[src/rtl/cts_pkg.sv]
package cts_pkg;

    localparam int COORD_WIDTH   = 32;
    localparam int FRAC_SHIFT    = 61 - COORD_WIDTH;
    localparam int CORDIC_STAGES = 30;
    localparam int ATAN_ENTRIES  = 40;

    // root cell datapath
    localparam int SQ_ROOT_W = 64;
    localparam int SQ_RAD_W  = 2 * SQ_ROOT_W;
    localparam int SQ_REM_W  = SQ_ROOT_W + 4;

    // cordic cell datapath
    localparam int CD_W  = 64;
    localparam int ACC_W = 34;

    // cell counts
    localparam int H_STEPS   = 64;
    localparam int MAG_STEPS = 33;

    // pipeline stage numbers
    localparam int ST_SQ   = 3;
    localparam int ST_MAG  = ST_SQ + MAG_STEPS;
    localparam int ST_ELV  = ST_SQ + H_STEPS;
    localparam int ST_ANG  = ST_ELV + CORDIC_STAGES;
    localparam int ST_PROD = ST_ANG + 2;
    localparam int ST_OUT  = ST_PROD + 1;

    localparam logic [30:0] RAD_PER_TURN = 31'd1686629713;
    localparam logic [30:0] DEG_PER_TURN = 31'd1509949440;
    localparam logic [30:0] QUARTER_BA   = 31'd1073741824;

    localparam logic [0:0] REG_ANGLE_UNIT = 1'b0;

    typedef struct packed {
        logic [COORD_WIDTH-1:0] az;
        logic                   nx;
        logic                   ny;
        logic                   nz;
        logic                   zero;
        logic                   hzero;
    } cts_side_t;

    localparam logic [29:0] ATAN_BA [ATAN_ENTRIES] = '{
        30'd536870912, 30'd316933406, 30'd167458907, 30'd85004756, 30'd42667331,
        30'd21354465, 30'd10679838, 30'd5340245, 30'd2670163, 30'd1335087,
        30'd667544, 30'd333772, 30'd166886, 30'd83443, 30'd41722, 30'd20861,
        30'd10430, 30'd5215, 30'd2608, 30'd1304, 30'd652, 30'd326, 30'd163,
        30'd81, 30'd41, 30'd20, 30'd10, 30'd5, 30'd3, 30'd1, 30'd1,
        30'd0, 30'd0, 30'd0, 30'd0, 30'd0, 30'd0, 30'd0, 30'd0, 30'd0
    };

    // arctangent of 2^-i in binary angle units, zero past the table
    function automatic logic [ACC_W-1:0] cts_atan(input logic [5:0] i);
        logic [ACC_W-1:0] r;
        r = '0;
        if (int'(i) < ATAN_ENTRIES)
        begin
            r = ACC_W'(ATAN_BA[i]);
        end
        return r;
    endfunction

endpackage

[src/rtl/cts_cordic_cell.sv]
module cts_cordic_cell (
    input  logic                                clk,
    input  logic                                en,
    input  logic [5:0]                          stage,
    input  logic signed [cts_pkg::CD_W-1:0]     x_in,
    input  logic signed [cts_pkg::CD_W-1:0]     y_in,
    input  logic signed [cts_pkg::ACC_W-1:0]    acc_in,
    output logic signed [cts_pkg::CD_W-1:0]     x_out,
    output logic signed [cts_pkg::CD_W-1:0]     y_out,
    output logic signed [cts_pkg::ACC_W-1:0]    acc_out
);
    import cts_pkg::*;

    logic signed [CD_W-1:0]  dx;
    logic signed [CD_W-1:0]  dy;
    logic signed [ACC_W-1:0] t;

    // shifted operands and the angle of this rotation
    always_comb
    begin
        dx = y_in >>> stage;
        dy = x_in >>> stage;
        t  = signed'(cts_atan(stage));
    end

    // rotate toward the x axis
    always_ff @(posedge clk)
    begin
        if (en)
        begin
            if (!y_in[CD_W-1])
            begin
                x_out   <= x_in + dx;
                y_out   <= y_in - dy;
                acc_out <= acc_in + t;
            end
            else
            begin
                x_out   <= x_in - dx;
                y_out   <= y_in + dy;
                acc_out <= acc_in - t;
            end
        end
    end

endmodule

[config.mk]
export PLATFORM = sky130hd
export DESIGN_NAME = cts_cordic_cell
export DESIGN_NICKNAME = d
export VERILOG_FILES = /design/src/rtl/cts_pkg.sv /design/src/rtl/cts_cordic_cell.sv
export SDC_FILE = /design/constraint.sdc
export NUM_CORES = 1
export LEC_CHECK = 0
export BUFFER_PORTS_ARGS = -buffer_cell sky130_fd_sc_hd__buf_4
export CAP_MARGIN = 20
export CELL_PAD_IN_SITES_DETAIL_PLACEMENT = 0
export CELL_PAD_IN_SITES_GLOBAL_PLACEMENT = 1
export CORE_MARGIN = 2
export CORE_UTILIZATION = 35
export DETAILED_ROUTE_END_ITERATION = 10
export PLACE_DENSITY_LB_ADDON = 0.1
export SLEW_MARGIN = 20
export SYNTH_ARGS = -nofsm -noshare
export SYNTH_HDL_FRONTEND = slang
export SYNTH_SLANG_ARGS = --single-unit
[constraint.sdc]
create_clock -name clk -period 15.5 [get_ports clk]
set_clock_uncertainty 0.05 [all_clocks]
set_input_delay 1.55 -clock clk [delete_from_list [all_inputs] [get_ports clk]]
set_output_delay 1.55 -clock clk [all_outputs]
set_load 0.01 [all_outputs]
Yosys cells after proc, flatten, opt, wreduce, memory -nomap -nowiden. Memory sizes are Yosys's and may differ from the RTL's. Index checks and enable logic that the tools add are counted.

Input port bits: 170. Output and inout bits: 162. ROM bits: 1920. Flip-flop bits (word level): 162. Memories kept: 1. Logic and storage cells: 21.

Memories: (no name shown) (words 64, bits a word 30, rd ports 1, clocked after Yosys merged registers in 0, wr ports 0, line cts_pkg.sv:59) `r = ACC_W'(ATAN_BA[i]);`.

Bitwise gates (word level): 1. Shift operators: 2. Multiplexer cells: 6. Add/subtract/negate cells: 6. Order comparisons: 2.

Operators by type and width (number): 64-bit adder (2); 64-bit two-way mux (2); 64-bit by 6-bit >>> shifter with 64-bit output (2); 64-bit subtractor (2); 30-bit two-way mux (3); 34-bit adder (1); 34-bit two-way mux (1); 34-bit subtractor (1); 7-bit >= comparator, second input constant (1); 6-bit inverter with 7-bit output (1); 6-bit less-than comparator, second input constant (1).

Logic depth before layout (Yosys ltp).
Word-level depth: 7. Depth in mapped cells: 36. Gate-level depth less buffers: 25.

Least setup slack after synthesis. Ideal clock, no wire load.

Path type: input to register. Start: input port stage[4]. End: register y_out[62] in the netlist's numbering (data pin). Arrival time: 8.170 ns. Required time: 15.190 ns. Setup slack: 7.020 ns. Buffers on the path: 13. Library setup time: 0.260 ns. Stages on the path: 33. Cell sequence: buf_2 -> buf_2 -> buf_2 -> buf_2 -> buf_2 -> buf_1 -> buf_1 -> buf_2 -> buf_1 -> clkbuf_1 -> clkbuf_1 -> o21a_1 -> ha_1 -> nand2_1 -> nor4bb_1 -> clkbuf_1 -> nand3_1 -> nor2_1 -> nor2_1 -> xor2_1 -> ha_1 -> clkbuf_1 -> nand4_1 -> o21ai_0 -> o22a_1 -> o21ai_0 -> a21oi_1 -> a21boi_0 -> o21ai_0 -> o221ai_1 -> o21ai_0 -> o221ai_1 -> xnor2_1.

Cells in the longest elaborated chain, start to end: 3. Elaborated cells on any way between the ends: 4. Classes of those cells: 2 x add/sub; 1 x shift; 1 x mux.

RTL lines: from (decl) (line cts_cordic_cell.sv:4) `input logic [5:0] stage,`; 64-bit by 6-bit >>> shifter with 64-bit output * (line cts_cordic_cell.sv:22) `dy = x_in >>> stage;`; 64-bit subtractor / 64-bit adder (equally long branches) (line cts_cordic_cell.sv:34, cts_cordic_cell.sv:40); 64-bit two-way mux * (line cts_cordic_cell.sv:31) `if (!y_in[CD_W-1])`; to (signal assigned) (line cts_cordic_cell.sv:34) `y_out <= y_in - dy;`; to (signal assigned) (line cts_cordic_cell.sv:40) `y_out <= y_in + dy;`; to (decl) (line cts_cordic_cell.sv:9) `output logic signed [cts_pkg::CD_W-1:0] y_out,`.

Mark *: on every way between the ends. The rest lies on a longest branch, timed or not. A chain may end at the register's enable or synchronous reset.

Worst setup path after layout.
Start: input port stage[2]. End: register y_out[62] in the netlist's numbering (data pin).

Same word-level chain as after synthesis.

==> results.sh <==
export IMPL_status="completed"
export IMPL_areaGrowthSynthToFinish_pct=13.0
export IMPL_ys_ff_latch=162
export IMPL_setup_viol=0
export IMPL_cts_sinks=162
export IMPL_core_area_mm2=0.0868
export IMPL_synthCells=3517
export IMPL_worstMarginPinSlew_ns=1.26
export IMPL_seq_area_mm2=0.00486
export IMPL_syn_area_per_cell_um2=8.71
export IMPL_synth_nets=3873
export IMPL_finalHoldViolCount=0
export IMPL_cts_tree="yes"
export IMPL_start_util_pct=35.3
export IMPL_die_area_mm2=0.0899
export IMPL_drtIter0Drc=3781
export IMPL_io_pins=332
export IMPL_grt_pass1_vias=31400
export IMPL_hold_buffers=0
export IMPL_final_cell_mix="buf_4, a21oi_1, nand2_1"
export IMPL_slew_violations=0
export IMPL_path_class="primary input to register"
export IMPL_fin_crit_sh_pct=68.9
export IMPL_final_common_cell="buf_4"
export IMPL_antenna_found_initial=7
export IMPL_h_tree_depth=4
export IMPL_cts_buffers=17
export IMPL_critPathLaunchType="primary input"
export IMPL_root_buffer="clkbuf_16"
export IMPL_syn_area_mm2=0.0306
export IMPL_wire_per_inst_um=33.9
export IMPL_arrival_ns=10.90
export IMPL_ys_warn_count=0
export IMPL_cts_resized=0
export IMPL_worst_path_most_repeated_cell="o21ai_0"
export IMPL_setup_ws_ns=4.82
export IMPL_io_buffers=331
export IMPL_dp_final_hpwl_um=128000
export IMPL_synth_flop_cell="edfxtp_1"
export IMPL_cpMaxStageDelayCell="buf_4"
export IMPL_drtAntennaViolNets=0
export IMPL_multiInputGateArea_mm2=0.0243
export IMPL_place_ws_ns=4.11
export IMPL_worstPathMaxFanout=126
export IMPL_grtUsageTotal_pct=35.6
export IMPL_tns_ns=0
export IMPL_wl_met1_um=67700
export IMPL_drive_above_1_share_pct=21.8
export IMPL_wl_met2_um=72800
export IMPL_firstDrtPassIters=7
export IMPL_die_h_um=300
export IMPL_placed_cells=4823
export IMPL_nFillCells=8763
export IMPL_overflow=0
export IMPL_row_count=108
export IMPL_max_vdd_ir_drop_mv=0.101
export IMPL_synth_enable_flop_cells=162
export IMPL_cp_end_kind="register"
export IMPL_via_per_inst=6.72
export IMPL_finalCriticalPeriod_ns=10.68
export IMPL_wl_met3_um=15100
export IMPL_synth_cell_types=98
export IMPL_power_density_mw_per_mm2=91.0
export IMPL_globalplace_congestion=1.04
export IMPL_vias=32600
export IMPL_worstPathRequired_ns=15.73
export IMPL_post_cts_setup_buffers=0
export IMPL_ctsLongestPathBuffers=2
export IMPL_drc=0
export IMPL_critical_path_max_stage_delay_ns=0.71
export IMPL_grt_max_degree=147
export IMPL_die_x_um=300
export IMPL_top_layer="met5"
export IMPL_relSlewSlack_pct=15.7
export IMPL_hold_class="primary input to register"
export IMPL_leakagePower_nw=13.7
export IMPL_grt_pass1_wl_um=232000
export IMPL_postRouteWirelength_um=165000
export IMPL_synth_seq_area_share_pct=15.9
export IMPL_cp_endpoint="y_out[62]$_DFFE_PP_"
export IMPL_clk_pin_slew_ns=0.07
export IMPL_synthArstFlopShare_pct=0
export IMPL_cp_startpoint="stage[2]"
export IMPL_fmax_mhz=93.7
export IMPL_cap_viol_max_count=0
export IMPL_rsz0062_at_grt="false"
export IMPL_nNetsFinal=4043
export IMPL_final_cells=4857
-- kinds of logic after synthesis --
logic type               after synthesis  synth area share, %
AO/OA/AOI/OAI                       1101                 23.9
multiplexers                         475                 23.9
adder cells (fa/ha/maj)              186                 7.67
buffers and inverters                323                 4.87
XOR/XNOR                             272                 7.78
AND/OR/NAND/NOR                      998                 16.0
flip-flops                           162                 15.9
-- metrics by stage --
stage	hold slack [ns]	total power, mW	utilization (%)	area [um^2]
finish	1.28	3.15	39.9	34600
global route	1.29	3.31	39.9	34600
CTS	1.25	3.13	39.9	34600
detailed placement	1.81	2.62	39.1	34000
global placement	1.82	2.62	39.1	33900
floorplan	1.61	1.88	-	30600
-- report_power, final --
| part | leakage (nW) | total [mW] | internal (mW) | switching, mW |
|---|---|---|---|---|
| clock | 0.304 | 0.489 | 0.259 | 0.229 |
| sequential | 1.59 | 0.690 | 0.655 | 0.0348 |
| combinational | 11.8 | 1.97 | 0.780 | 1.19 |
| total | 13.7 | 3.15 | 1.69 | 1.45 |
-- synth_stat cells, types with 12 or more instances --
| cell type | n | area share (%) |
|---|---|---|
| a22oi_1 | 30 | 0.74 |
| a211oi_1 | 43 | 1.1 |
| o21a_1 | 30 | 0.74 |
| a31oi_1 | 56 | 1.1 |
| mux4_2 | 194 | 14 |
| nor3_1 | 50 | 0.82 |
| a221oi_1 | 15 | 0.43 |
| nand2b_1 | 41 | 0.84 |
| nand4_1 | 37 | 0.76 |
| nor2b_1 | 47 | 0.96 |
| buf_4 | 28 | 0.69 |
| a32oi_1 | 15 | 0.43 |
| o221ai_1 | 24 | 0.69 |
| buf_2 | 66 | 1.1 |
| o22ai_1 | 37 | 0.76 |
| buf_6 | 12 | 0.44 |
| or2_2 | 28 | 0.57 |
| or3_1 | 21 | 0.43 |
| mux2_2 | 98 | 3.6 |
| buf_1 | 27 | 0.33 |
| inv_1 | 75 | 0.92 |
| edfxtp_1 | 162 | 16 |
| xnor2_1 | 178 | 5.1 |
| and2_1 | 31 | 0.63 |
| nand3b_1 | 13 | 0.32 |
| o31ai_1 | 20 | 0.49 |
| o21ai_0 | 191 | 3.1 |
| a21oi_1 | 290 | 4.7 |
| nand3_1 | 78 | 1.3 |
| ha_1 | 183 | 7.5 |
| mux2i_1 | 181 | 5.9 |
| o211ai_1 | 33 | 0.81 |
| clkbuf_1 | 114 | 1.4 |
| a21o_1 | 116 | 2.8 |
| nor4_1 | 16 | 0.33 |
| nor2_1 | 250 | 3.1 |
| o21bai_1 | 27 | 0.66 |
| and3_1 | 36 | 0.74 |
| xor2_1 | 94 | 2.7 |
| nand2_1 | 288 | 3.5 |
-- cell type report --
type,count,area share (%)
clock inverter,14,0.564
multi-input combinational,3032,70.3
antenna,2,0.0145
inverter,76,0.832
tap,1155,4.18
timing repair buffer,398,8.85
sequential,162,14.1
clock buffer,18,1.24
-- worst max-delay path, delay by kind of cell --
kind / cells / cell delay (ns)
adders and majority gates: 1 / 0.42
AOI/OAI and AO/OA: 12 / 4.45
muxes: 2 / 1.04
buffers and inverters: 4 / 1.69
and+or+nand+nor: 6 / 1.29
xor gates and xnor gates: 2 / 0.33
-- flip-flops by register name, summed over array words and instances (netlist names) --
name,flops
x_out,64
y_out,64
acc_out,34
-- worst min-delay path by stage --
stage	slack [ns]	startpoint	cells after the start	to
final	1.28	y_in[0]	2	y_out[0]$_DFFE_PP_
after global routing	1.29	y_in[0]	2	y_out[0]$_DFFE_PP_
after CTS	1.25	y_in[0]	2	y_out[0]$_DFFE_PP_
after detailed placement	1.81	y_in[0]	2	y_out[0]$_DFFE_PP_
after global placement	1.82	y_in[0]	2	y_out[0]$_DFFE_PP_
after floorplan	1.61	en	0	acc_out[0]$_DFFE_PP_
-- layer usage --
| layer | vias up | GRT usage [%] |
|---|---|---|
| li1 | 14000 | - |
| met5 | - | 0 |
| met3 | 357 | 7.80 |
| met1 | 16400 | 46.7 |
| met2 | 1907 | 55.3 |
| met4 | 2 | 17.7 |
No activity file was read; power rests on OpenSTA's default activity.
