$ cat config.mk
export PLATFORM = sky130hd
export DESIGN_NAME = cts_convert
export DESIGN_NICKNAME = d
export VERILOG_FILES = /design/src/rtl/cts_pkg.sv /design/src/rtl/cts_convert.sv
export SDC_FILE = /design/constraint.sdc
export NUM_CORES = 2
export LEC_CHECK = 0
export BUFFER_PORTS_ARGS = -buffer_cell sky130_fd_sc_hd__buf_2
export CAP_MARGIN = 5
export CORE_ASPECT_RATIO = 1.1
export CORE_UTILIZATION = 40
export DETAILED_ROUTE_END_ITERATION = 10
export SLEW_MARGIN = 0
export SYNTH_ARGS = -nofsm -noshare
export SYNTH_HDL_FRONTEND = slang
export SYNTH_SLANG_ARGS = --single-unit
$ cat constraint.sdc
create_clock -name clk -period 6.5 [get_ports clk]
set_input_delay 1.3 -clock clk [delete_from_list [all_inputs] [get_ports clk]]
set_output_delay 1.3 -clock clk [all_outputs]
set_load 0.01 [all_outputs]
$ cat src/rtl/cts_pkg.sv
package cts_pkg;

    localparam int COORD_WIDTH   = 32;
    localparam int FRAC_SHIFT    = 61 - COORD_WIDTH;
    localparam int CORDIC_STAGES = 30;
    localparam int ATAN_ENTRIES  = 40;

    // root cell datapath
    localparam int SQ_ROOT_W = 64;
    localparam int SQ_RAD_W  = 2 * SQ_ROOT_W;
    localparam int SQ_REM_W  = SQ_ROOT_W + 4;

    // cordic cell datapath
    localparam int CD_W  = 64;
    localparam int ACC_W = 34;

    // cell counts
    localparam int H_STEPS   = 64;
    localparam int MAG_STEPS = 33;

    // pipeline stage numbers
    localparam int ST_SQ   = 3;
    localparam int ST_MAG  = ST_SQ + MAG_STEPS;
    localparam int ST_ELV  = ST_SQ + H_STEPS;
    localparam int ST_ANG  = ST_ELV + CORDIC_STAGES;
    localparam int ST_PROD = ST_ANG + 2;
    localparam int ST_OUT  = ST_PROD + 1;

    localparam logic [30:0] RAD_PER_TURN = 31'd1686629713;
    localparam logic [30:0] DEG_PER_TURN = 31'd1509949440;
    localparam logic [30:0] QUARTER_BA   = 31'd1073741824;

    localparam logic [0:0] REG_ANGLE_UNIT = 1'b0;

    typedef struct packed {
        logic [COORD_WIDTH-1:0] az;
        logic                   nx;
        logic                   ny;
        logic                   nz;
        logic                   zero;
        logic                   hzero;
    } cts_side_t;

    localparam logic [29:0] ATAN_BA [ATAN_ENTRIES] = '{
        30'd536870912, 30'd316933406, 30'd167458907, 30'd85004756, 30'd42667331,
        30'd21354465, 30'd10679838, 30'd5340245, 30'd2670163, 30'd1335087,
        30'd667544, 30'd333772, 30'd166886, 30'd83443, 30'd41722, 30'd20861,
        30'd10430, 30'd5215, 30'd2608, 30'd1304, 30'd652, 30'd326, 30'd163,
        30'd81, 30'd41, 30'd20, 30'd10, 30'd5, 30'd3, 30'd1, 30'd1,
        30'd0, 30'd0, 30'd0, 30'd0, 30'd0, 30'd0, 30'd0, 30'd0, 30'd0
    };

    // arctangent of 2^-i in binary angle units, zero past the table
    function automatic logic [ACC_W-1:0] cts_atan(input logic [5:0] i);
        logic [ACC_W-1:0] r;
        r = '0;
        if (int'(i) < ATAN_ENTRIES)
        begin
            r = ACC_W'(ATAN_BA[i]);
        end
        return r;
    endfunction

endpackage

$ cat src/rtl/cts_convert.sv
module cts_convert (
    input  logic                                clk,
    input  logic                                en,
    input  logic                                deg,
    input  logic signed [cts_pkg::ACC_W-1:0]    az_acc,
    input  logic signed [cts_pkg::ACC_W-1:0]    el_acc,
    input  cts_pkg::cts_side_t                  side_in,
    input  logic [cts_pkg::COORD_WIDTH-1:0]     mag_in,
    output logic [30:0]                         azimuth,
    output logic [29:0]                         elevation,
    output logic [cts_pkg::COORD_WIDTH-1:0]     magnitude,
    output logic                                zero_vector
);
    import cts_pkg::*;

    logic [30:0]            a_az;
    logic [30:0]            a_el;
    logic [32:0]            fold;
    logic [31:0]            az_ba_reg;
    logic [30:0]            el_ba_reg;
    cts_side_t              s1_reg;
    cts_side_t              s2_reg;
    logic [COORD_WIDTH-1:0] m1_reg;
    logic [COORD_WIDTH-1:0] m2_reg;
    logic [62:0]            az_rad_reg;
    logic [62:0]            el_rad_reg;
    logic [37:0]            az_deg_reg;
    logic [37:0]            el_deg_reg;
    logic [63:0]            az_rad_r;
    logic [63:0]            el_rad_r;
    logic [38:0]            az_deg_r;
    logic [38:0]            el_deg_r;
    logic [31:0]            az_u;
    logic [31:0]            el_u;
    logic [31:0]            lim;

    // clamp a cordic angle into one quarter turn
    function automatic logic [30:0] clamp_q(input logic signed [ACC_W-1:0] v);
        logic [30:0] r;
        r = v[30:0];
        if (v[ACC_W-1])
        begin
            r = '0;
        end
        else if (v > signed'(ACC_W'(QUARTER_BA)))
        begin
            r = QUARTER_BA;
        end
        return r;
    endfunction

    // quadrant fold of the first-quadrant azimuth
    always_comb
    begin
        a_az = clamp_q(az_acc);
        a_el = clamp_q(el_acc);
        if (!side_in.nx && !side_in.ny)
        begin
            fold = 33'(a_az);
        end
        else if (side_in.nx && !side_in.ny)
        begin
            fold = 33'h0_8000_0000 - 33'(a_az);
        end
        else if (side_in.nx)
        begin
            fold = 33'h0_8000_0000 + 33'(a_az);
        end
        else
        begin
            fold = 33'h1_0000_0000 - 33'(a_az);
        end
    end

    // binary angles and unit products
    always_ff @(posedge clk)
    begin
        if (en)
        begin
            az_ba_reg <= side_in.hzero ? 32'd0 : fold[31:0];
            el_ba_reg <= side_in.hzero ? QUARTER_BA : a_el;
            s1_reg    <= side_in;
            m1_reg    <= mag_in;

            az_rad_reg <= 63'(az_ba_reg) * 63'(RAD_PER_TURN);
            el_rad_reg <= 63'(el_ba_reg) * 63'(RAD_PER_TURN);
            az_deg_reg <= 38'(az_ba_reg) * 38'd45;
            el_deg_reg <= 38'(el_ba_reg) * 38'd45;
            s2_reg     <= s1_reg;
            m2_reg     <= m1_reg;
        end
    end

    // rounding, wrap at full turn and sign
    always_comb
    begin
        az_rad_r = 64'(az_rad_reg) + 64'h8000_0000;
        el_rad_r = 64'(el_rad_reg) + 64'h8000_0000;
        az_deg_r = 39'(az_deg_reg) + 39'd64;
        el_deg_r = 39'(el_deg_reg) + 39'd64;
        az_u     = deg ? az_deg_r[38:7] : az_rad_r[63:32];
        el_u     = deg ? el_deg_r[38:7] : el_rad_r[63:32];
        lim      = deg ? 32'(DEG_PER_TURN) : 32'(RAD_PER_TURN);
        if (az_u >= lim)
        begin
            az_u = '0;
        end
        if (s2_reg.nz)
        begin
            el_u = 32'd0 - el_u;
        end
    end

    // output register
    always_ff @(posedge clk)
    begin
        if (en)
        begin
            zero_vector <= s2_reg.zero;
            azimuth     <= s2_reg.zero ? 31'd0 : az_u[30:0];
            elevation   <= s2_reg.zero ? 30'd0 : el_u[29:0];
            magnitude   <= s2_reg.zero ? '0 : m2_reg;
        end
    end

endmodule

## Word-level counts from Yosys, hierarchy flattened

Index checks and enable logic that the tools add are counted.

| operators by class | value |
|---|---|
| $add $sub $neg | 8 |
| multiply operators | 4 |
| divide/modulo/power cells | 0 |
| magnitude comparators | 3 |
| eq/ne operators | 0 |
| shifts and indexed selects | 0 |
| multiplexer cells | 11 |
| bitwise operators | 0 |
| reduce and logical (&&, ||, !) cells | 7 |

Operators by type and width:

| operator | count |
|---|---|
| 2-to-1 mux 31 bit | 5 |
| 2-to-1 mux 32 bit | 3 |
| 2-to-1 mux 30 bit | 3 |
| > comparator 34 x 32 -> 1 bit, second input constant | 2 |
| adder 63 x 32 -> 64 bit, second input constant | 1 |
| multiplier 32 x 31 -> 63 bit, second input constant | 1 |
| adder 62 x 32 -> 62 bit, second input constant | 1 |
| multiplier 31 x 31 -> 62 bit, second input constant | 1 |
| adder 38 x 7 -> 39 bit, second input constant | 1 |
| multiplier 32 x 6 -> 38 bit, second input constant | 1 |
| adder 37 x 7 -> 37 bit, second input constant | 1 |
| multiplier 31 x 6 -> 37 bit, second input constant | 1 |
| adder 32 x 31 -> 32 bit, first input constant | 1 |
| >= comparator 32 x 31 -> 1 bit | 1 |
| subtractor 1 x 31 -> 32 bit, first input constant | 1 |
| subtractor 32 x 31 -> 32 bit, first input constant | 1 |
| subtractor 1 x 30 -> 30 bit, first input constant | 1 |
| OR reduction 2 bit | 2 |
| OR reduction 3 bit | 1 |
| logical AND 1 bit | 2 |
| logical NOT 1 bit | 2 |

| word-level totals | value |
|---|---|
| bits in registers | 425 |
| bits in latches | 0 |
| RAM bits | 0 |
| bits in read-only memories | 0 |
| word-level logic and storage cells | 51 |
| memories | 0 |

## Depth between registers and ports, before layout

| logic depth | value |
|---|---|
| word-level depth | 7 |
| gate-level depth with buffers | 29 |
| mapped depth without buffers | 28 |

## Worst setup path after synthesis

OpenSTA, ideal clock, no wires.

| timing | value |
|---|---|
| kind | register to register |
| start point | register az_ba_reg[11] |
| end point | register az_rad_reg[49] (data pin) |
| library setup time | 0.274 ns |
| arrival time | 6.763 ns |
| data required time | 6.226 ns |
| slack | -0.537 ns |
| stages on the path, launching flop included | 27 |
| period minus slack after synthesis | 7.037 ns |
| cells stage by stage | edfxtp_1 inv_1 fa_1 xnor2_1 ha_1 inv_1 fa_1 inv_1 ha_1 inv_1 fa_1 inv_1 fa_1 fa_1 ha_1 ha_1 a211o_1 a21oi_1 a211o_1 o22ai_1 o311ai_0 nand2b_1 a41oi_1 o21ai_0 a21oi_1 o41ai_1 xor2_1 |

| between the ends | value |
|---|---|
| cells in the longest elaborated chain, start to end | 1 |

Ends and longest elaborated chain:

| item | line | RTL |
|---|---|---|
| start: declaration | cts_convert.sv:19 | `logic [31:0] az_ba_reg;` |
| start signal: assignment | cts_convert.sv:80 | `az_ba_reg <= side_in.hzero ? 32'd0 : fold[31:0];` |
| multiplier 32 x 31 -> 63 bit | cts_convert.sv:85 | `az_rad_reg <= 63'(az_ba_reg) * 63'(RAD_PER_TURN);` |
| end signal: assignment | cts_convert.sv:85 |  |
| end: declaration | cts_convert.sv:25 | `logic [62:0] az_rad_reg;` |

Every way passes these cells.
A chain may end at the register's enable or synchronous reset.

## Worst setup path in the final report

| timing | value |
|---|---|
| start point | register el_ba_reg[7] |
| end point | register el_rad_reg[56] (data pin) |

| between the ends | value |
|---|---|
| cells in the longest elaborated chain, start to end | 1 |

Ends and longest elaborated chain:

| item | line | RTL |
|---|---|---|
| start: declaration | cts_convert.sv:20 | `logic [30:0] el_ba_reg;` |
| start signal: assignment | cts_convert.sv:81 | `el_ba_reg <= side_in.hzero ? QUARTER_BA : a_el;` |
| multiplier 31 x 31 -> 62 bit | cts_convert.sv:86 | `el_rad_reg <= 63'(el_ba_reg) * 63'(RAD_PER_TURN);` |
| end signal: assignment | cts_convert.sv:86 |  |
| end: declaration | cts_convert.sv:26 | `logic [62:0] el_rad_reg;` |

Every way passes these cells.

==> flow_summary_export.csv <==
group,metric,value,unit
run_status,status,"finished, violations left",
run_status,violations,"setup timing",
cts,ctsHoldBuffers,0,
finish,antenna_cells,0,
run,cap_violations,0,
yosys,synth_cell_type_count,97,
setup_path,worstPathMaxFanout,4,
setup_path,cpMostUsedCell,"fa_1",
setup_path,max_stage_delay,0.58,ns
cts,clk_latency,0.65,ns
die,rows,137,
setup_path,critPathCaptureType,"flip-flop",
yosys,synth_ff_type,"edfxtp_1",
finish,final_cell_mix,"inv_1, fa_1, ha_1, buf_4, edfxtp_1",
worst_hold_path,hold_path_end,"s2_reg[2]",
sta,setup_viol,51,
die,die_y,379,um
sta,finalHoldViolCount,0,
detailed_routing,vias_per_cell,4.85,
finish,final_common_cell,"inv_1",
finish,multiInputGateArea,38700,sq um
yosys,syn_inst,4753,
sta,layout_setup_ws,-0.619,ns
global_route,grt_max_degree,163,
detailed_routing,drt_iter0_drc,1773,
sta,maxSlewViolCount,0,
finish,fillers,11400,
yosys,async_reset_ff_share,0,%
setup_path,r2r_start,"el_ba_reg[7]",
place,hpwl,119000,um
setup_path,r2r-end,"el_rad_reg[56]",
worst_hold_path,min_from,"s1_reg[2]",
cts,cts_root_buffer,"clkbuf_16",
sta,fin_crit_sh,110,%
yosys,synth.largest_area_cell,"fa_1",
detailed_routing,post_drt_wl_per_cell,18.3,um
detailed_routing,ant_nets,0,
global_route,grt.overflow.total,0,
sta,rsz0062_at_grt,"true",
finish,instances_no_fill,7479,
setup_path,critPathLaunchType,"flip-flop",
die,dieWidth,345,um
sta,worst_clock_skew,0.0510,ns
setup_path,r2r_cells,27,
finish,area_delta_synth_final,25.6,%
detailed_routing,drc_errors,0,
cts,cts_buffer_depth,3,
sta,hold_slack,0.413,ns
finish,seq_area,10500,sq um
setup_path,critPathSlowestCell,"fa_1",
global_route,antenna_found_initial,0,
yosys,syn_nets,6529,
global_route,grt_pass1_vias,38600,
setup_path,arrival,7.48,ns
yosys,synth_area_leaders,"fa_1, edfxtp_1, ha_1, inv_1, xnor2_1",
yosys,syn-mean-instance-area,10.9,sq um
cts,clock_sinks,351,
worst_hold_path,worstHoldPathType,"reg -> reg",
worst_hold_path,holdPathStages,0,
yosys,netlist.area_leader.share,30.8,%
sta,timing.fmax,140,MHz
setup_path,criticalPathCategory,"reg -> reg",
die,floorplan.die_area,131000,sq um
detailed_routing,drt-pass1-iter-count,5,
place,portBuffers,201,
sta,fin_crit,7.12,ns
setup_path,cp.required,6.86,ns
cts,cts_made_buffers,43,
yosys,synth-seq-cells,351,
yosys,ys_seq_area_share,20.4,%
detailed_routing,wl,137000,um
global_route,grt_pass1_wl,212000,um
yosys,syn_area,51600,sq um
finish,final_layout_size_suffix_gt1_share,25.9,%
sta,worst-slew-pin-transition,1.05,ns
cts,path_clk_slew,0.06,ns
yosys,synth_edf_count,351,
cts,cts_tree,"done",
die,start_util,40.5,%
setup_path,rrSetupSlack,-0.62,ns
finish,nNetsFinal,7554,
place,post-place-ws,-0.776,ns
cts,htreeDepth,2,
yosys,synth_warnings,0,
detailed_routing,num_vias,36300,
die,pin_count,234,
die,coreArea,127000,sq um
global_route,track_usage,21.2,%
place,placed_cells,7291,
sta,max-slew-margin-rel,29.6,%
place,globalplace.congestion,0.915,
## cells by family after synthesis
logic type	Yosys count	synth area share (%)
AO/OA/AOI/OAI	531	6.88
XOR/XNOR	255	4.33
adder cells (fa/ha/maj)	1636	51.2
buffers and inverters	1236	9.16
flip-flops	351	20.4
multiplexers	50	0.984
AND/OR/NAND/NOR	694	7.04
## area by class of cell
| type | instances | share of cell area (%) |
|---|---|---|
| multi-input cells | 3166 | 59.7 |
| flip-flops and latches | 351 | 16.2 |
| repair buffers | 1024 | 11.8 |
| inverters | 1192 | 6.93 |
| well taps | 1668 | 3.22 |
| clock buffers | 52 | 1.71 |
| clock inverters | 26 | 0.432 |
## synth_stat cells (all sizes together) (21+ instances only)
library cell  instances
inv                1191
ha                  841
fa                  795
edfxtp              351
nor2                180
a21oi               175
xnor2               144
nand2               136
xor2                111
o21ai                83
a21o                 78
nor2b                78
nand3                57
nand4                46
mux2i                44
nor3                 39
and2                 37
o21a                 28
clkbuf               25
a211oi               21
nor4                 21
## routing by layer
metal  up-vias  global-route usage [%]  wire length (um)
li1      17500                       -                 -
met1     17900                    28.0             59900
met2       712                    35.9             65500
met3       186                    3.48              6920
met4         0                    5.78              4110
met5         -                       0                 0
## worst max path at each step
stage / startpoint / end / slack (ns) / cells after the start
global route: el_ba_reg[6] / el_rad_reg[61] / -0.87 / 23
detailed placement: az_ba_reg[17] / az_rad_reg[62] / -0.78 / 25
floorplan: az_ba_reg[9] / az_rad_reg[60] / -0.13 / 26
global placement: az_ba_reg[11] / az_rad_reg[60] / -0.73 / 26
finish: el_ba_reg[7] / el_rad_reg[56] / -0.62 / 27
CTS: el_ba_reg[15] / el_rad_reg[61] / -0.63 / 24
## stage by stage
stage	setup TNS (ns)	utilization, %	cell area (sq um)
6_report	-17.94	50.9	64900
3_3_place_gp	-25.19	47.4	60300
4_1_cts	-15.16	49.8	63400
2_1_floorplan	-0.612	-	52000
3_5_place_dp	-26.58	47.4	60300
5_1_grt	-28.86	50.9	64900
## what timing repair did
item | in CTS | in global routing
setup endpoints to repair | 59 | 60
cloned | 0 | 0
gates resized for setup | 245 | 218
buffers inserted | 64 | 72
pin swaps | 163 | 184
## worst max-delay path, delay by kind of cell, from the launching register on
family / cells / cell delay [ns]
xor gates and xnor gates: 1 / 0.08
AOI/OAI and AO/OA: 7 / 1.53
and+or+nand+nor: 3 / 0.62
DFF: 1 / 0.49
adders and majority gates: 9 / 3.41
buffers and inverters: 7 / 0.71
Power is not shown: default switching activity piles up to over one toggle a cycle in this logic, so the estimate is an artifact.
