## config.mk

```make
export PLATFORM = sky130hd
export DESIGN_NAME = cts_sqrt_cell
export DESIGN_NICKNAME = d
export VERILOG_FILES = /design/src/rtl/cts_pkg.sv /design/src/rtl/cts_sqrt_cell.sv
export SDC_FILE = /design/constraint.sdc
export NUM_CORES = 1
export LEC_CHECK = 0
export BUFFER_PORTS_ARGS = -buffer_cell sky130_fd_sc_hd__buf_2
export CAP_MARGIN = 30
export CORE_UTILIZATION = 30
export DETAILED_ROUTE_END_ITERATION = 8
export MAX_ROUTING_LAYER = met4
export PLACE_DENSITY = 0.6
export SLEW_MARGIN = 20
export SYNTH_ARGS = -nofsm -noshare
export SYNTH_HDL_FRONTEND = slang
export SYNTH_SLANG_ARGS = --single-unit
export TNS_END_PERCENT = 100
```

## constraint.sdc

```tcl
create_clock -name clk -period 6.2 [get_ports clk]
set_input_delay 0.93 -clock clk [delete_from_list [all_inputs] [get_ports clk]]
set_output_delay 0.93 -clock clk [all_outputs]
set_load 0.05 [all_outputs]
```

## src/rtl/cts_pkg.sv

```systemverilog
package cts_pkg;

    localparam int COORD_WIDTH   = 32;
    localparam int FRAC_SHIFT    = 61 - COORD_WIDTH;
    localparam int CORDIC_STAGES = 30;
    localparam int ATAN_ENTRIES  = 40;

    // root cell datapath
    localparam int SQ_ROOT_W = 64;
    localparam int SQ_RAD_W  = 2 * SQ_ROOT_W;
    localparam int SQ_REM_W  = SQ_ROOT_W + 4;

    // cordic cell datapath
    localparam int CD_W  = 64;
    localparam int ACC_W = 34;

    // cell counts
    localparam int H_STEPS   = 64;
    localparam int MAG_STEPS = 33;

    // pipeline stage numbers
    localparam int ST_SQ   = 3;
    localparam int ST_MAG  = ST_SQ + MAG_STEPS;
    localparam int ST_ELV  = ST_SQ + H_STEPS;
    localparam int ST_ANG  = ST_ELV + CORDIC_STAGES;
    localparam int ST_PROD = ST_ANG + 2;
    localparam int ST_OUT  = ST_PROD + 1;

    localparam logic [30:0] RAD_PER_TURN = 31'd1686629713;
    localparam logic [30:0] DEG_PER_TURN = 31'd1509949440;
    localparam logic [30:0] QUARTER_BA   = 31'd1073741824;

    localparam logic [0:0] REG_ANGLE_UNIT = 1'b0;

    typedef struct packed {
        logic [COORD_WIDTH-1:0] az;
        logic                   nx;
        logic                   ny;
        logic                   nz;
        logic                   zero;
        logic                   hzero;
    } cts_side_t;

    localparam logic [29:0] ATAN_BA [ATAN_ENTRIES] = '{
        30'd536870912, 30'd316933406, 30'd167458907, 30'd85004756, 30'd42667331,
        30'd21354465, 30'd10679838, 30'd5340245, 30'd2670163, 30'd1335087,
        30'd667544, 30'd333772, 30'd166886, 30'd83443, 30'd41722, 30'd20861,
        30'd10430, 30'd5215, 30'd2608, 30'd1304, 30'd652, 30'd326, 30'd163,
        30'd81, 30'd41, 30'd20, 30'd10, 30'd5, 30'd3, 30'd1, 30'd1,
        30'd0, 30'd0, 30'd0, 30'd0, 30'd0, 30'd0, 30'd0, 30'd0, 30'd0
    };

    // arctangent of 2^-i in binary angle units, zero past the table
    function automatic logic [ACC_W-1:0] cts_atan(input logic [5:0] i);
        logic [ACC_W-1:0] r;
        r = '0;
        if (int'(i) < ATAN_ENTRIES)
        begin
            r = ACC_W'(ATAN_BA[i]);
        end
        return r;
    endfunction

endpackage

```

## src/rtl/cts_sqrt_cell.sv

```systemverilog
module cts_sqrt_cell (
    input  logic                            clk,
    input  logic                            en,
    input  logic [cts_pkg::SQ_RAD_W-1:0]    rad_in,
    input  logic [cts_pkg::SQ_ROOT_W-1:0]   root_in,
    input  logic [cts_pkg::SQ_REM_W-1:0]    rem_in,
    output logic [cts_pkg::SQ_RAD_W-1:0]    rad_out,
    output logic [cts_pkg::SQ_ROOT_W-1:0]   root_out,
    output logic [cts_pkg::SQ_REM_W-1:0]    rem_out
);
    import cts_pkg::*;

    logic [SQ_REM_W-1:0] rem2;
    logic [SQ_REM_W-1:0] trial;
    logic                fits;

    // bring down two radicand bits and try the next root bit
    always_comb
    begin
        rem2  = {rem_in[SQ_REM_W-3:0], rad_in[SQ_RAD_W-1 -: 2]};
        trial = SQ_REM_W'({root_in, 2'b01});
        fits  = (rem2 >= trial);
    end

    always_ff @(posedge clk)
    begin
        if (en)
        begin
            rad_out <= {rad_in[SQ_RAD_W-3:0], 2'b00};
            if (fits)
            begin
                rem_out  <= rem2 - trial;
                root_out <= {root_in[SQ_ROOT_W-2:0], 1'b1};
            end
            else
            begin
                rem_out  <= rem2;
                root_out <= {root_in[SQ_ROOT_W-2:0], 1'b0};
            end
        end
    end

endmodule

```

Word level (Yosys, flattened, before mapping)
Index checks and enable logic that the tools add are counted.
{"block": "classes", "addsub": 1, "order_cmp": 1, "muxes": 2}
{"operator": ">= comparator 68 x 66 -> 1 bit", "n": 1}
{"operator": "two-way mux 68 bit", "n": 1}
{"operator": "subtractor 68 x 66 -> 68 bit", "n": 1}
{"operator": "two-way mux 1 bit", "n": 1}
{"block": "totals", "register_bits": 258, "input_bits": 262, "out_inout_bits": 260, "wordCells": 7}

Longest topological paths before layout
Gate-level depths: netlist of run 1.
{"block": "logic_depth", "ltp_word": 2, "mapped_depth": 15, "depth_no_buf": 12}

Least setup slack after synthesis of run 1
Ideal clock, no wire load.
{"block": "synth_path", "kind": "input -> register", "from": "input port root_in[57] in the netlist's numbering", "to": "register rem_out[28] in the netlist's numbering (data pin)", "setup_time_ps": 260, "t_arrival_ps": 3211, "t_required_ps": 5940, "slack_ps": 2729, "cell_stages": 13, "n_path_buf": 2, "path_cell_list": "inv_1 > ha_1 > a21o_1 > o21bai_1 > a21o_1 > a221oi_2 > o21ai_1 > or3_1 > buf_2 > nor2_8 > inv_2 > buf_6 > mux2_4"}
{"block": "synth_between", "elab_chain_len": 2}
{"element": "from (decl)", "line_no": "cts_sqrt_cell.sv:5", "text": "input logic [cts_pkg::SQ_ROOT_W-1:0] root_in,"}
{"element": ">= comparator 68 x 66 -> 1 bit", "line_no": "cts_sqrt_cell.sv:22", "text": "fits = (rem2 >= trial);"}
{"element": "two-way mux 68 bit", "line_no": "cts_sqrt_cell.sv:30", "text": "if (fits)"}
{"element": "to (signal assigned)", "line_no": "cts_sqrt_cell.sv:32", "text": "rem_out <= rem2 - trial;"}
{"element": "to (signal assigned)", "line_no": "cts_sqrt_cell.sv:37", "text": "rem_out <= rem2;"}
{"element": "to (decl)", "line_no": "cts_sqrt_cell.sv:9", "text": "output logic [cts_pkg::SQ_REM_W-1:0] rem_out"}
Every way passes these cells.
A chain may end at the register's enable or synchronous reset.

Final worst setup path of run 1
{"block": "layout_path", "from": "input port root_in[29] in the netlist's numbering", "to": "register rem_out[58] in the netlist's numbering (data pin)"}
{"block": "layout_between", "elab_chain_len": 2, "elab_cells_between_ends": 3, "cone_classes": "1 x add/sub; 1 x order compare; 1 x mux"}
{"element": "subtractor 68 x 66 -> 68 bit or >= comparator 68 x 66 -> 1 bit (tied branches)", "line_no": "cts_sqrt_cell.sv:32, cts_sqrt_cell.sv:22"}
{"element": "two-way mux 68 bit *", "line_no": "cts_sqrt_cell.sv:30"}
Every way passes the cells marked *; elsewhere a longest branch is shown, timed or not.

==> results.txt, run 1 <==
Distinct cells, synth -> 78
CP Class -> in2reg
Initial Util -> 30.3%
RSZ-0062 raised after global routing -> false
DRC -> 0
Critical Path RT -> 6.49 ns
Commonest non-fill, non-tap cell in the layout -> buf_2
CTS H-tree depth -> 1
Outcome -> finished, final reports clean
Max Cap Viol -> 0
FMAX -> 244 MHz
Hold/Removal Path Class -> in2reg
DIE WIDTH -> 213 um
Setup violators final -> 0
Post-synth EDFFs -> 258
Critical path's slowest cell -> o311ai_1
Post-synthesis sequential area ratio -> 57.9%
PD cells -> 308 nW/um^2
Worst path arrival time -> 4.39 ns
Mean Syn Cell Area -> 11.8 sq um
Clock sink count -> 258
Final Wtd Congestion -> 0.887
Setup_tns -> 0 ns
Share of cells above drive strength 1 -> 36.7%
Leakage power -> 7.49 nW
Placement Rows -> 77
Mapped cell area -> 13400 sq um
Number of antenna violations at the first check in global routing -> 12
Synth Instances -> 1136
Worst slew pin tran -> 0.962 ns
Period Utilization, post-route -> 66.0%
Flops & latches, synth -> 258
CP Launch Type -> input pin
Fin nets -> 1970
CTS tree -> built
Crit path time final -> 4.09 ns
Clk buf depth -> 3
CTS resizes -> 0
1st-iter DRT viols -> 639
Via count of the first global-routing pass -> 10633
DP HPWL -> 35200 um
Critical Path, Cell by Cell -> buf_2 > inv_1 > ha_1 > nand4_1 > or3_1 > nor3_1 > o31ai_1 > o311ai_1 > nand4_1 > a211oi_1 > nor3_2
Final ANT Viol Nets -> 0
Cell mode on critical path -> nand4_1
Total routed wirelength -> 44200 um
Gr usage total -> 18.9%
Asr flop ratio synth -> 0%
Post-CTS Setup Bufs -> 0
# IOs -> 522
Chip height -> 213 um
CP max stage delay -> 0.77 ns
Max FO, Critical Path -> 10
Ys Warns -> 0
Worst setup startpoint -> root_in[29]
Commonest register cell after synthesis -> edfxtp_1
Core ar. -> 44100 sq um
First drt pass iteration count -> 5
Drt wl/cell -> 19.5 um
Most frequent cells in the layout -> buf_2, edfxtp_1, a21oi_1
Hold Fails Final Rpt -> 0
Setup crit end kind -> flop
Total CTS buffers -> 28
End point of the critical path -> rem_out[58]
Clock transition at path regs -> 0.06 ns
Largest net degree at the start of global routing -> 115
Worst IR Drop VDD -> 0.212 mV
Total number of vias -> 10956
Count of pins over their slew limit -> 0
First-pass GRT wire length -> 62700 um
Area delta synth->final -> 29.6%
Top cell type's share of synthesized area -> 57.9%
Max-slew headroom -> 35.9%
Leading area contributor after synthesis -> edfxtp_1
Gr ovfl total -> 0
PortBufs -> 517
Root Buffer -> clkbuf_16
Hold buffers post-CTS -> 0
Die ar. -> 45500 sq um
Fin Hold WS -> 0.550 ns
Ranking of synthesized cells by area -> edfxtp_1, ha_1, a21oi_1, nor2_1, inv_1
Vias/cell -> 4.84
## state kept, by name (all words and copies together) (netlist names)
register and flops:
root_out 64, rad_out 126, rem_out 68
## final cells by class
| cell class | count | area, sq um |
|---|---|---|
| antenna | 10 | 25.0 |
| clock buffer | 32 | 737 |
| clock inverter | 19 | 150 |
| fill | 4423 | 26800 |
| inverter | 90 | 338 |
| multi-input combinational | 742 | 4950 |
| sequential | 258 | 7750 |
| tap | 592 | 741 |
| timing repair buffer | 522 | 2660 |
## logic make-up (layout without fill, tap and decap cells)
logic type      after synthesis  after routing  synth area share (%)
compound gates              322            322                  15.8
simple gates                295            295                  11.0
flops                       258            258                  57.9
buf+inv                     137            663                  5.16
fa+ha+maj                    66             66                  6.17
xor+xnor                     51             51                  3.34
mux                           6              6                 0.598
other cells                   1             12                0.0280
## report_power, final
part / switching, mW / internal, mW / leakage (nW)
logic: 1.14 / 0.401 / 4.53
registers: 0.0410 / 2.14 / 2.53
clock network: 0.693 / 0.932 / 0.425
## worst max-delay path, delay by kind of cell
kind	cells	cell delay (ns)
AOI/OAI and AO/OA	3	1.38
adders and majority gates	1	0.51
buffers and inverters	2	0.14
and+or+nand+nor	5	1.43
## metrics by stage
| stage | util (%) | cell area [sq um] | worst slack, ns | total power [mW] | instances |
|---|---|---|---|---|---|
| 2_1_floorplan | - | 13400 | 2.73 | 3.32 | 1137 |
| 5_1_grt | 39.3 | 17300 | 1.83 | 5.57 | 2263 |
| 3_3_place_gp | 37.3 | 16400 | 1.63 | 3.75 | 2204 |
| 6_report | 39.3 | 17400 | 2.11 | 5.34 | 2265 |
| 3_5_place_dp | 37.3 | 16400 | 1.57 | 3.76 | 2204 |
| 4_1_cts | 39.3 | 17300 | 2.13 | 5.41 | 2255 |
## cells in the mapped netlist, types with 4 or more instances
cell type / instances
buf_6: 9
and2_1: 4
a211oi_1: 9
and3_1: 4
a21oi_1: 112
nand2_1: 84
o21ai_0: 59
buf_4: 8
inv_1: 89
ha_1: 66
o211ai_1: 5
a21boi_0: 4
edfxtp_1: 258
xor2_1: 21
nor3_1: 17
clkbuf_8: 5
nor2b_1: 4
nor2_1: 90
nand4_1: 34
nor3b_2: 5
mux2_4: 4
o21ai_1: 11
o21a_1: 11
a21o_1: 26
nand2b_1: 6
o21bai_1: 21
o31ai_1: 8
a211oi_2: 6
or3_1: 5
a31oi_1: 11
and4_1: 4
buf_2: 22
nand3_1: 12
xnor2_1: 30
## layer usage
metal / routed length [um] / GRT usage, % / vias up / part of all wire [%]
li1: - / - / 5248 / -
met1: 17200 / 21.2 / 5221 / 39
met2: 23000 / 33.1 / 423 / 52
met3: 2820 / 3.38 / 64 / 6.4
met4: 1230 / 7.46 / 0 / 2.8
met5: 0 / - / - / 0
## worst min path at each step
| stage | cells past startpoint | end | start |
|---|---|---|---|
| after floorplan | 0 | rad_out[100] | rad_in[98] |
| after global placement | 1 | rad_out[86] | rad_in[84] |
| after detailed placement | 1 | rad_out[104] | rad_in[102] |
| after CTS | 1 | rad_out[97] | rad_in[95] |
| after global routing | 1 | rad_out[120] | rad_in[118] |
| final | 1 | rad_out[6] | rad_in[4] |
(Power assumes the default switching activity.)
==> inputs of run 2 (changes only) <==
- clock period: 6.2 -> 3.8 ns (I/O delays scaled with it)
==> results.txt, run 2 (synthesis results as in run 1) <==
Outcome -> finished, final reports clean
Total number of vias -> 11038 (+0.75%)
Initial Util -> 30.3% (unchanged)
PortBufs -> 517 (unchanged)
Max-slew headroom -> 51.7% (+16 points)
DRC -> 0 (unchanged)
Period Utilization, post-route -> 82.4%
CP Launch Type -> input pin
Gr ovfl total -> 0 (unchanged)
Final Wtd Congestion -> 0.892 (+0.55%)
Commonest non-fill, non-tap cell in the layout -> buf_2
Worst slew pin tran -> 0.725 ns (-0.237 ns)
Reg power frac -> 40.0% (-0.8 points)
Biggest register -> rad_out
Clock transition at path regs -> 0.06 ns (about the same)
First-pass GRT wire length -> 64000 um (+2.1%)
Max FO, Critical Path -> 28 (+18)
Dpl cells -> 2257 (+2.4%)
Critical Path RT -> 4.11 ns (-2.38 ns)
Largest net degree at the start of global routing -> 84 (-27%)
Max FFs per register -> 126 (unchanged)
CTS resizes -> 0 (unchanged)
Gr usage total -> 19.3% (+0.43 points)
Setup crit end kind -> flop
Logic pwr share -> 29.1% (+0.3 points)
Final ANT Viol Nets -> 0 (unchanged)
Setup violators final -> 0 (unchanged)
Max Cap Viol -> 0 (unchanged)
Hold/Removal Path Class -> in2reg
DP HPWL -> 36200 um (+2.8%)
Worst path arrival time -> 3.44 ns (-0.95 ns)
Placement Rows -> 77 (unchanged)
Min-delay src -> rad_in[74]
Leakage power -> 7.77 nW (+3.8%)
DIE WIDTH -> 213 um (unchanged)
# IOs -> 522 (unchanged)
Clock sink count -> 258 (unchanged)
Worst setup startpoint -> root_in[3]
Overall Power -> 8.87 mW (+66%)
Fin cells -> 2315 (+2.2%)
Count of pins over their slew limit -> 0 (unchanged)
Setup_tns -> 0 ns (unchanged)
1st-iter DRT viols -> 569 (-11%)
FMAX -> 319 MHz
Total CTS buffers -> 30 (+7.1%)
Total routed wirelength -> 44700 um (+1.1%)
Root Buffer -> clkbuf_16
Hold buffers post-CTS -> 0 (unchanged)
Crit path time final -> 3.13 ns
Chip height -> 213 um (unchanged)
Int Pwr -> 5.75 mW (+66%)
Drt wl/cell -> 19.3 um (-1.1%)
Fin nets -> 2025 (+2.8%)
CP Class -> in2reg
Vias/cell -> 4.77 (-1.4%)
First drt pass iteration count -> 5 (unchanged)
Fin Hold WS -> 0.180 ns (-0.371 ns)
Switching pwr -> 3.12 mW (+67%)
Share of cells above drive strength 1 -> 38.7% (+2.0 points)
Core ar. -> 44100 sq um (unchanged)
Via count of the first global-routing pass -> 10738 (+0.99%)
Clock power frac -> 30.9% (+0.5 points)
CTS H-tree depth -> 1 (unchanged)
Most frequent cells in the layout -> buf_2, edfxtp_1, a21oi_1
PD cells -> 498 nW/um^2 (+62%)
Clk buf depth -> 3 (unchanged)
Sw Ratio -> 35.1% (+0.082 points)
Number of antenna violations at the first check in global routing -> 9 (-3)
Post-CTS Setup Bufs -> 0 (unchanged)
CTS tree -> built
Die ar. -> 45500 sq um (unchanged)
Area delta synth->final -> 33.2%
Hold Fails Final Rpt -> 0 (unchanged)
Worst IR Drop VDD -> 0.321 mV (+52%)
Largest regs -> rad_out (126), rem_out (68), root_out (64)
RSZ-0062 raised after global routing -> false
## run 2: cell count changes in the layout (fill, tap and decap cells not counted), sizes merged
cell      before  now
clkinvlp       4    6
clkbuf        32   37
inv           91   92
clkinv        12    8
buf          522  575
diode         10    4
bufinv         2    1
## run 2: power groups by stage
stage                     logic (mW)  clock network (mW)  registers [mW]
after floorplan                0.780                   0            4.63
after global placement          2.59                   0            3.61
after detailed placement        2.59                   0            3.61
after CTS                       2.60                2.84            3.55
after global routing            2.76                2.93            3.58
final                           2.58                2.74            3.55
## run 2: path summary, 6_finish.rpt
path,depth (start not counted),to
max,13,rem_out[28]
min,1,rad_out[76]
## run 2: critical path: stages
cell,delay [ns]
buf_2,0.12
inv_1,0.05
ha_1,0.36
a21oi_1,0.23
o22ai_1,0.11
nor3_1,0.40
a211oi_2,0.22
o21ai_1,0.42
a31oi_4,0.19
nor2_8,0.18
inv_2,0.11
buf_12,0.17
mux2_4,0.31
## run 2: through the flow
| stage | worst slack (ns) | utilization, % | instance area [sq um] |
|---|---|---|---|
| floorplan | 0.689 | - | 13400 |
| global placement | 0.0413 | 38.3 | 16900 |
| detailed placement | 0.0569 | 38.3 | 16900 |
| CTS | 0.649 | 40.4 | 17800 |
| global route | 0.348 | 40.4 | 17800 |
| finish | 0.669 | 40.4 | 17800 |
## run 2: cell type report
| class | instances | area, sq um |
|---|---|---|
| timing repair buffer | 575 | 3110 |
| tap | 592 | 741 |
| antenna | 4 | 10.0 |
| sequential | 258 | 7750 |
| multi-input combinational | 742 | 4950 |
| clock inverter | 17 | 134 |
| clock buffer | 37 | 798 |
| fill | 4325 | 26300 |
| inverter | 90 | 338 |
## run 2: metal layers
| layer | track usage [%] | part of all wire (%) |
|---|---|---|
| met5 | - | 0 |
| met4 | 5.00 | 2.3 |
| met3 | 3.52 | 6.2 |
| met2 | 35.1 | 53 |
| met1 | 21.6 | 39 |
==> inputs of run 3 (changes only) <==
- ABC_AREA: unset -> 1
- PLACE_DENSITY: 0.6 -> 0.59
- clock period: 3.8 -> 3 ns (I/O delays scaled with it)
==> results.txt, run 3 <==
Outcome -> finished, final reports clean
Critical Path, Cell by Cell -> dlygate4sd3_1 > buf_2 > inv_1 > ha_1 > nand2_1 > nor2_1 > nand3_1 > nand3_1 > nand2_1 > nand2_1 > nand2_1 > nand2_1 > nand2_1 > nand2_1 > nand2_1 > nand3_1 > nand2_1
Post-synth EDFFs -> 258 (unchanged)
Root Buffer -> clkbuf_16
Hold Fails Final Rpt -> 0 (unchanged)
Total routed wirelength -> 57300 um (+28%)
DR top layer -> met4
Ranking of synthesized cells by area -> edfxtp_1, nand2_1, inv_1, ha_1, nor2_1
Setup crit end kind -> flop
Final Wtd Congestion -> 0.927 (+3.9%)
Asr flop ratio synth -> 0% (unchanged)
# IOs -> 522 (unchanged)
Synth Instances -> 1827 (+61%)
Setup_tns -> 0 ns (unchanged)
Share of cells above drive strength 1 -> 27.8% (-11 points)
Total number of vias -> 14020 (+27%)
Count of pins over their slew limit -> 0 (unchanged)
Wire length on met2 -> 30600 um (+30%)
DP HPWL -> 48500 um (+34%)
PD cells -> 595 nW/um^2 (+20%)
PortBufs -> 517 (unchanged)
Vias/cell -> 4.44 (-7.0%)
Distinct cells, synth -> 29 (-63%)
Final Cell Area -> 20200 sq um (+14%)
Critical Path RT -> 3.36 ns (-0.75 ns)
Ys Warns -> 0 (unchanged)
Period Utilization, post-route -> 92.8%
Flops & latches, synth -> 258 (unchanged)
Total CTS buffers -> 30 (unchanged)
Hold buffers post-CTS -> 13 (+13)
CP Launch Type -> input pin
Worst hold path endpoint -> rad_out[119]
DIE WIDTH -> 225 um (+5.5%)
Top delay family on crit path -> simple AND/OR/NAND/NOR gates
Post-placement setup slack -> 0.113 ns (+0.0556 ns)
First-pass GRT wire length -> 83300 um (+30%)
Commonest non-fill, non-tap cell in the layout -> nand2_1
First drt pass iteration count -> 5 (unchanged)
FMAX -> 359 MHz
Max FO, Critical Path -> 4 (-86%)
Commonest register cell after synthesis -> edfxtp_1
Mapped cell area -> 14900 sq um (+11%)
Area delta synth->final -> 35.7%
Initial Util -> 30.4% (+0.082 points)
Post-synthesis sequential area ratio -> 51.9% (-6.0 points)
1st-iter DRT viols -> 682 (+20%)
CTS H-tree depth -> 1 (unchanged)
Setup WS post-layout -> 0.215 ns (-0.455 ns)
Chip height -> 225 um (+5.5%)
Gr usage total -> 22.8% (+3.5 points)
Most frequent cells in the layout -> nand2_1, buf_2, inv_1
CP max stage delay -> 0.54 ns (+0.12 ns)
CP Class -> in2reg
Core Util, Final -> 41.3% (+0.86 points)
Worst path arrival time -> 3.15 ns (-0.29 ns)
Max FFs per register -> 126 (unchanged)
Leading area contributor after synthesis -> edfxtp_1
Reg area -> 7750 sq um (unchanged)
Post-CTS Setup Bufs -> 0 (unchanged)
Placement Rows -> 81 (+5.2%)
Buf/Inv on CP -> 3 (-1)
Via count of the first global-routing pass -> 14041 (+31%)
CTS resizes -> 0 (unchanged)
Leakage power -> 10.5 nW (+35%)
Critical path's slowest cell -> dlygate4sd3_1
Clock transition at path regs -> 0.06 ns (about the same)
CTS tree -> built
RSZ-0062 raised after global routing -> false
Worst IR Drop VDD -> 0.435 mV (+35%)
Fillers -> 5111 (+18%)
Core ar. -> 49100 sq um (+11%)
Setup violators final -> 0 (unchanged)
Crit path time final -> 2.79 ns
Top cell type's share of synthesized area -> 51.9% (-6.0 points)
Fin nets -> 2798 (+38%)
Placed Area -> 19100 sq um (+13%)
Met3 WL -> 2820 um (+1.9%)
Number of antenna violations at the first check in global routing -> 6 (-3)
Largest net degree at the start of global routing -> 65 (-23%)
Fin cells -> 3161 (+37%)
Min-delay src -> rad_in[117]
DRC -> 0 (unchanged)
Dpl cells -> 3089 (+37%)
Overall Power -> 12.0 mW (+36%)
Mean Syn Cell Area -> 8.17 sq um (-31%)
Multi-input gate area -> 5710 sq um (+15%)
Fin Hold WS -> 0.0377 ns (-0.142 ns)
Most instantiated cells after synthesis -> nand2_1, inv_1, edfxtp_1
Biggest register -> rad_out
Gr ovfl total -> 0 (unchanged)
Wire length on met1 -> 22600 um (+31%)
Die ar. -> 50600 sq um (+11%)
Largest regs -> rad_out (126), rem_out (68), root_out (64)
Clock sink count -> 258 (unchanged)
Count leader, synth -> nand2_1
Hold/Removal Path Class -> in2reg
Max Cap Viol -> 0 (unchanged)
Clk buf depth -> 3 (unchanged)
Hold path cells -> 1 (unchanged)
Final ANT Viol Nets -> 0 (unchanged)
Cell mode on critical path -> nand2_1
Drt wl/cell -> 18.1 um (-6.2%)
[run 3: cell types whose count changed in the layout (fill, tap and decap cells not counted), sizes merged, moves of 13 or more]
| cell | before | now |
|---|---|---|
| a211oi | 15 | 0 |
| a21o | 27 | 0 |
| a21oi | 114 | 75 |
| buf | 575 | 613 |
| dlygate4sd3 | 0 | 13 |
| inv | 92 | 360 |
| nand2 | 84 | 712 |
| nand3 | 12 | 83 |
| nand4 | 35 | 18 |
| nor2 | 91 | 132 |
| o21ai | 71 | 25 |
| xnor2 | 30 | 1 |
[run 3: how the worst max path moves through the flow]
stage,slack [ns],endpoint,cells after the start,startpoint
final,0.21,rem_out[65],17,root_in[6]
after global placement,0.12,rem_out[61],15,root_in[44]
after CTS,0.22,rem_out[63],18,root_in[53]
after global routing,0.04,rem_out[50],17,root_in[6]
after floorplan,0.70,rem_out[4],14,root_in[40]
after detailed placement,0.11,rem_out[61],15,root_in[44]
[run 3: kinds of logic after synthesis]
logic type      synth area share, %
simple gates                   26.4
other cells                  0.0251
xor+xnor                       2.00
fa+ha+maj                      5.53
compound gates                 4.28
buf+inv                        9.82
flops                          51.9
[run 3: area by class of cell]
class	count	share of cell area [%]
Antenna cell	4	0.0494
Clock buffer	33	3.76
Clock inverter	22	1.42
Inverter	358	6.64
Multi-Input combinational cell	1196	28.2
Sequential cell	258	38.3
Tap cell	664	4.10
Timing Repair Buffer	626	17.5
[run 3: layer usage]
metal  vias up  track usage, %
li1       7051               -
met1      6518            25.3
met2       388            42.5
met3        63            3.49
met4         0            4.98
met5         -               -
[run 3: power by group]
group | leakage, nW | switching, mW | total [mW] | internal [mW]
Combinational | 7.44 | 2.66 | 3.64 | 0.977
Clock | 0.508 | 1.56 | 3.91 | 2.35
Sequential | 2.52 | 0.0941 | 4.50 | 4.41
